==> config.mk <==
export PLATFORM = sky130hd
export DESIGN_NAME = wtm_ctrl
export DESIGN_NICKNAME = d
export VERILOG_FILES = /design/src/hw/rtl/wtm_pkg.sv /design/src/hw/rtl/wtm_ctrl.sv
export SDC_FILE = /design/constraint.sdc
export NUM_CORES = 1
export LEC_CHECK = 0
export BUFFER_PORTS_ARGS = -buffer_cell sky130_fd_sc_hd__buf_2
export CORE_MARGIN = 5
export CORE_UTILIZATION = 25
export CTS_BUF_LIST = sky130_fd_sc_hd__clkbuf_16
export CTS_CLUSTER_SIZE = 8
export DETAILED_ROUTE_END_ITERATION = 10
export HOLD_SLACK_MARGIN = 0.06
export PLACE_DENSITY = 0.51
export SETUP_SLACK_MARGIN = 0.02
export SLEW_MARGIN = 15
export SYNTH_ARGS = -nofsm -noshare
export SYNTH_HDL_FRONTEND = slang
export SYNTH_SLANG_ARGS = --single-unit
==> constraint.sdc <==
create_clock -name clock -period 1.6 [get_ports clock]
set_input_delay 0.08 -clock clock [delete_from_list [all_inputs] [get_ports clock]]
set_output_delay 0.08 -clock clock [all_outputs]
set_load 0.05 [all_outputs]
==> src/hw/rtl/wtm_pkg.sv <==
// ----------------------------------------------------------------------------
// Wavetable tone mixer package
// Sizes, action codes, controller states and the command and status
// structures shared by the mixer's controller and datapath.
// ----------------------------------------------------------------------------
package wtm_pkg;

   localparam int NUM_VOICES  = 4;
   localparam int TABLE_DEPTH = 1024;

   // Item field widths.
   localparam int ACTION_W = 2;
   localparam int INDEX_W  = 2;
   localparam int ADDR_W   = 10;
   localparam int SAMPLE_W = 12;
   localparam int LENGTH_W = 11;

   // Wide enough for any index, address, length or table depth in range.
   localparam int WIDE_W = 13;

   localparam int VID_W       = (NUM_VOICES > 1) ? $clog2(NUM_VOICES) : 1;
   localparam int POS_W       = $clog2(TABLE_DEPTH);
   localparam int TBL_ENTRIES = NUM_VOICES * TABLE_DEPTH;
   localparam int TBL_AW      = $clog2(TBL_ENTRIES);
   localparam int CNT_W       = $clog2(NUM_VOICES + 1);
   localparam int SUM_W       = SAMPLE_W + CNT_W;
   localparam int DCNT_W      = $clog2(SUM_W);
   localparam int MAX_SAMPLE  = (2 ** SAMPLE_W) - 1;

   typedef enum logic [ACTION_W-1:0] {
      ACT_TICK  = 2'd0,
      ACT_WRITE = 2'd1,
      ACT_SET   = 2'd2,
      ACT_SYNC  = 2'd3
   } wtm_action_type;

   typedef enum logic [1:0] {
      ST_IDLE,
      ST_WALK,
      ST_DIV,
      ST_LOAD
   } wtm_state_type;

   typedef struct packed {
      logic             item_take;
      logic             clear;
      logic             rd_en;
      logic [VID_W-1:0] rd_voice;
      logic             acc_en;
      logic             div_init;
      logic             div_step;
      logic             load;
   } wtm_cmd_type;

   typedef struct packed {
      logic count_zero;
   } wtm_status_type;

endpackage

==> src/hw/rtl/wtm_ctrl.sv <==
// ----------------------------------------------------------------------------
// Wavetable tone mixer controller
// Sequences a tick through the voice walk, the divide and the result load,
// and owns both channel handshakes.
// ----------------------------------------------------------------------------
module wtm_ctrl import wtm_pkg::*; (
   input  logic                clock,
   input  logic                reset,
   input  logic                req_valid,
   input  logic [ACTION_W-1:0] req_action,
   output logic                req_ready,
   output logic                rsp_valid,
   input  logic                rsp_ready,
   output wtm_cmd_type         cmd,
   input  wtm_status_type      status
);

   wtm_state_type     state_ff, state_in;
   logic [CNT_W-1:0]  vcnt_ff, vcnt_in;
   logic [DCNT_W-1:0] dcnt_ff, dcnt_in;
   logic              rsp_valid_ff, rsp_valid_in;
   logic              take;

   assign req_ready = (state_ff == ST_IDLE);
   assign rsp_valid = rsp_valid_ff;
   assign take      = req_valid && req_ready;

   always_ff @(posedge clock) begin
      if (reset) begin
         state_ff     <= ST_IDLE;
         vcnt_ff      <= '0;
         dcnt_ff      <= '0;
         rsp_valid_ff <= 1'b0;
      end else begin
         state_ff     <= state_in;
         vcnt_ff      <= vcnt_in;
         dcnt_ff      <= dcnt_in;
         rsp_valid_ff <= rsp_valid_in;
      end
   end

   always_comb begin
      state_in     = state_ff;
      vcnt_in      = vcnt_ff;
      dcnt_in      = dcnt_ff;
      cmd          = '0;
      cmd.rd_voice = VID_W'(vcnt_ff);
      rsp_valid_in = rsp_valid_ff && !rsp_ready;

      unique case (state_ff)
         ST_IDLE: begin
            cmd.item_take = take;
            if (take && (req_action == ACT_TICK)) begin
               cmd.clear = 1'b1;
               vcnt_in   = '0;
               state_in  = ST_WALK;
            end
         end
         ST_WALK: begin
            // Read voice n while the sample of voice n-1 is accumulated.
            cmd.rd_en  = (vcnt_ff < CNT_W'(NUM_VOICES));
            cmd.acc_en = (vcnt_ff != '0);
            vcnt_in    = vcnt_ff + 1'b1;
            if (vcnt_ff == CNT_W'(NUM_VOICES)) begin
               vcnt_in  = '0;
               state_in = ST_DIV;
               dcnt_in  = DCNT_W'(SUM_W - 1);
               cmd.div_init = 1'b1;
            end
         end
         ST_DIV: begin
            // With no enabled voice there is nothing to divide.
            if (status.count_zero) begin
               state_in = ST_LOAD;
            end else begin
               cmd.div_step = 1'b1;
               dcnt_in      = dcnt_ff - 1'b1;
               if (dcnt_ff == '0) begin
                  dcnt_in  = '0;
                  state_in = ST_LOAD;
               end
            end
         end
         ST_LOAD: begin
            if (!rsp_valid_ff || rsp_ready) begin
               cmd.load     = 1'b1;
               rsp_valid_in = 1'b1;
               state_in     = ST_IDLE;
            end
         end
         default: begin
            state_in = ST_IDLE;
         end
      endcase
   end

   a_tick_starts_walk: assert property (@(posedge clock) disable iff (reset)
      take && (req_action == ACT_TICK) |=> (state_ff == ST_WALK))
      else $error("tick item did not start the voice walk");

   a_load_into_free_output: assert property (@(posedge clock) disable iff (reset)
      cmd.load |-> (!rsp_valid_ff || rsp_ready))
      else $error("mix loaded over an untaken result");

   a_divide_counts_down: assert property (@(posedge clock) disable iff (reset)
      cmd.div_step && (dcnt_ff != '0) |=>
         (state_ff == ST_DIV) && (dcnt_ff == $past(dcnt_ff) - 1'b1))
      else $error("divide step counter broke sequence");

endmodule

## Word-level counts from Yosys, hierarchy flattened

Cells that the tools add are included.

| storage, ports and cells | value |
|---|---|
| flip-flop bits (word level) | 10 |
| output and inout bits | 11 |

| cells by class | value |
|---|---|
| equal/unequal tests | 9 |
| reductions and logical operators | 15 |
| add/sub/neg operators | 2 |
| $lt $le $gt $ge | 1 |
| mux-type cells | 24 |

Operators with widths:

| kind | count |
|---|---|
| $mux 2 | 7 |
| $mux 4 | 3 |
| $mux 1 | 9 |
| $pmux 2 s4 | 1 |
| $pmux 4 s2 | 1 |
| $mux 3 | 2 |
| $ne 2x2->1 const B | 3 |
| $pmux 3 s2 | 1 |
| $eq 2x2->1 const B | 2 |
| $logic_not 2->1 | 2 |
| $logic_not 4->1 | 1 |
| $reduce_and 4->1 | 1 |
| $reduce_bool 2->1 | 2 |
| $sub 4x1->4 const B | 1 |
| $add 3x1->3 const B | 1 |
| $eq 3x3->1 const B | 1 |
| $logic_and 1x1->1 | 3 |
| $lt 3x3->1 const B | 1 |
| $ne 3x3->1 const B | 1 |
| $reduce_and 3->1 | 1 |
| $reduce_bool 3->1 | 1 |
| $eq 2x1->1 const B | 1 |
| $logic_not 1->1 | 2 |
| $ne 2x1->1 const B | 1 |
| other kinds (2) | 2 |

## Depth between registers and ports, before layout

| depth | value |
|---|---|
| depth after elaboration | 5 |
| mapped depth | 6 |
| mapped depth without buffers | 6 |

## Worst setup path before layout

No wires, ideal clock.

| path | value |
|---|---|
| path kind | reg2reg |
| from | register state_ff[0] |
| to | register state_ff[0] |
| required time | 1.468 ns |
| path buffers | 0 |
| stages on the path, launching flop included | 7 |
| arrival time | 1.957 ns |
| path slack | -0.488 ns |
| setup time | 0.132 ns |
| cell sequence | dfxtp_1 inv_1 ha_1 nor2b_1 o31a_1 o31a_1 a211oi_2 |

| on the way | value |
|---|---|
| word-level cells in the longest chain between the ends | 5 |

Ends and longest elaborated chain:

| element | line | RTL |
|---|---|---|
| start: declaration | wtm_ctrl.sv:18 | `wtm_state_type state_ff, state_in;` |
| start signal: assignment | wtm_ctrl.sv:35 | `state_ff <= state_in;` |
| $logic_not 2->1 | wtm_ctrl.sv:24, wtm_ctrl.sv:50 |  |
| $logic_and 1x1->1 | wtm_ctrl.sv:26 | `assign take = req_valid && req_ready;` |
| $logic_and 1x1->1 | wtm_ctrl.sv:53 | `if (take && (req_action == ACT_TICK)) begin` |
| $ne 2x1->1 (no line) | -- |  |
| $reduce_and 4->1 (no line) | -- |  |

Several ways; a longest one is shown, not always the timed one.
A chain may end at the register's enable or synchronous reset.

==> metrics <==
htree depth 1; CP Class reg2out; worst r2r src state_ff[0]; YS warnings 0; Chip Width between 60 and 70 µm; worst path arrival time 1.43 ns; synthesized area per cell around 9.1 µm²; 1st-pass router iterations 3; Net Count, Synth 91; GR Util met1 10.4%; routed vias 630; TritonCTS buffer count 3; layout cell share with drive strength beyond 1 between 40% and 50%; total wire length between 1.5 and 2 mm; Req. time, crit path around 1.5 ns; ANT cells 0; DP Worst Slack -0.0612 ns; Synth Register Bits 10; I/O pin cnt 18; Final Setup Violations 0; reg-to-reg critical path endpoint state_ff[0]; CTS sink cnt 10; Final Non-Filler Cells between 100 and 150; DRT iter0 DRCs 6; Root Driver clkbuf_16; Routed Antenna Nets 0; via density per instance between 4 and 5; startpoint types flop; area delta synth->final 45.4%; Net count, final around 120; die area roughly 0.0039 mm²; IO Port Bufs 17; Starting Density 25.7%; worst path cell trace inv_1 -> ha_1 -> buf_4 -> and3_1 -> buf_2; worst hold path depth 4; clock-pin slew on the worst setup and hold paths roughly 0.040 ns; min-delay worst type in2reg; design area 0.00101 mm²; total track usage under 10%; critical path's largest stage delay between 0.3 and 0.4 ns; Post-Route Skew between 0.002 and 0.003 ns; Inst Count DP approximately 130; Min Clock Period, post-route roughly 1.5 ns; TritonCTS clock tree yes; commonest non-fill, non-tap cell in the layout buf_2; Final period util a little over nine tenths; final hold viol count 0; Placer Congestion 0.727; vias in the first global route 619; Synth Instances 77; Hold Startpoint rsp_ready; GRT met3 Usage 3.78%; Pleak 0.421 nW; Detailed Place HPWL approximately 1.2 mm; Synth cell types 31; largest net degree at the start of global routing 12; final worst slack ~0.086 ns; area of the core 0.00271 mm²; unrepaired setup endpoints after global routing yes; worst-margin pin slew around 0.32 ns; Power Density 1650 mW/mm²; Mapped Area around 700 µm²; worst skew pair latency between 0.2 and 0.25 ns; Avg WL per Cell between 10 and 15 µm; CP max stage cell dfxtp_1; Post-CTS Hold Buffers 0; placed cell areas around 860 µm²; max-slew violation count 0; Slew Limit Headroom roughly 80%; Post-synth EDFFs 0; result of the run finished, final reports clean; maximum buffer depth of the clock tree 2; GRT busiest layer met2; commonest non-fill, non-tap cells in the layout 17 x buf_2, 8 x dfxtp_1, 7 x nor2_1; Crit. End Element output pin; max cap viols 0; setup TNS 0 ns; reg2reg path depth 6; FF-to-FF setup slack between 0.08 and 0.09 ns; Worst VDD drop 966 µV; initial antenna violation count 0; gr ovfl total 0; fmax 661 MHz; Worst Hold End rsp_valid; Die Height 62.8 µm; Synth async-reset ratio 0%; prevailing post-synth register cell dfxtp_1; first-pass GRT wire length 2.73 mm; Row Count 19; sequential fraction of the synthesis area between 20 and 30%; DRC 0; met2 usage ~13%; CP Max Fanout 4
-- layout make-up --
| type | instances | area [µm²] |
|---|---|---|
| Clock inverter | 1 | 3.75 |
| Sequential cell | 10 | 205 |
| Fill cell | 294 | 1700 |
| Timing Repair Buffer | 24 | 141 |
| Clock buffer | 3 | 75.1 |
| Tap cell | 31 | 38.8 |
| Inverter | 5 | 18.8 |
| Multi-Input combinational cell | 59 | 531 |
-- state kept, by name, summed over array words and instances (netlist names) --
name	count
dcnt_ff	4
rsp_valid	1
state_ff	2
vcnt_ff	3
-- Yosys cell counts, drive strengths merged, types with 2 or more instances --
master | n | area, µm²
nor3b | 2 | 15.0
inv | 5 | 18.8
nor2 | 8 | 30.0
buf | 2 | 15.0
nor3 | 2 | 15.0
ha | 7 | 87.6
and2 | 2 | 12.5
a21boi | 2 | 18.8
a21oi | 5 | 25.0
dfxtp | 10 | 200
a2111oi | 2 | 30.0
nor2b | 5 | 31.3
mux2i | 5 | 50.1
o31a | 2 | 17.5
nand2b | 4 | 25.0
-- worst max-delay path, delay by kind of cell, from the launching register on --
family | cells | cell delay [ns]
fa+ha+maj | 1 | 0.22
buf+inv | 3 | 0.43
flops | 1 | 0.36
simple gates | 1 | 0.19
-- what timing repair did --
item | CTS | global route
pin swaps | 0 | 5
gates cloned | 0 | 0
buffers inserted | 0 | 1
resized for setup | 1 | 13
endpoints found under the setup margin | 3 | 7
-- per-stage QoR --
stage	hold WS, ns	total power [W]	util (%)
final	0.143	0.00168	37.4
after global routing	0.176	0.00179	37.4
after CTS	0.140	0.00154	34.7
after detailed placement	0.389	0.00108	31.7
after global placement	0.387	0.00107	31.7
after floorplan	0.220	0.000900	-
-- cell families (layout without fill, tap and decap cells) --
| family | count (synthesis) | after routing | synth area share, % |
|---|---|---|---|
| and+or+nand+nor | 30 | 30 | 25.7 |
| AOI/OAI and AO/OA | 17 | 17 | 20.5 |
| DFF | 10 | 10 | 28.7 |
| buffers and inverters | 8 | 33 | 5.39 |
| adders and majority gates | 7 | 7 | 12.6 |
| muxes | 5 | 5 | 7.18 |
-- layer usage --
layer / routed length, µm / share of wire [%] / vias to the layer above
met5: 0 / 0 / -
met4: 31 / 1.9 / 0
met3: 91 / 5.7 / 5
met2: 749 / 47 / 16
met1: 719 / 45 / 292
li1: - / - / 317
-- worst max-delay path by stage --
| stage | from | to | slack (ns) |
|---|---|---|---|
| after floorplan | state_ff[0] | state_ff[0] | -0.03 |
| after global routing | state_ff[1] | dcnt_ff[2] | -0.007 |
| after global placement | state_ff[0] | dcnt_ff[1] | -0.08 |
| after detailed placement | state_ff[0] | dcnt_ff[1] | -0.06 |
| final | vcnt_ff[1] | cmd[2] | 0.09 |
| after CTS | state_ff[1] | state_ff[0] | 0.03 |
-- where the power goes --
part / switching (W) / leakage [nW] / internal, W / total, W
clock: 0.000120 / 0.0385 / 0.000328 / 0.000448
combinational: 0.000517 / 0.301 / 0.000405 / 0.000922
sequential: 0.0000256 / 0.0819 / 0.000280 / 0.000306
(Power assumes the default switching activity.)
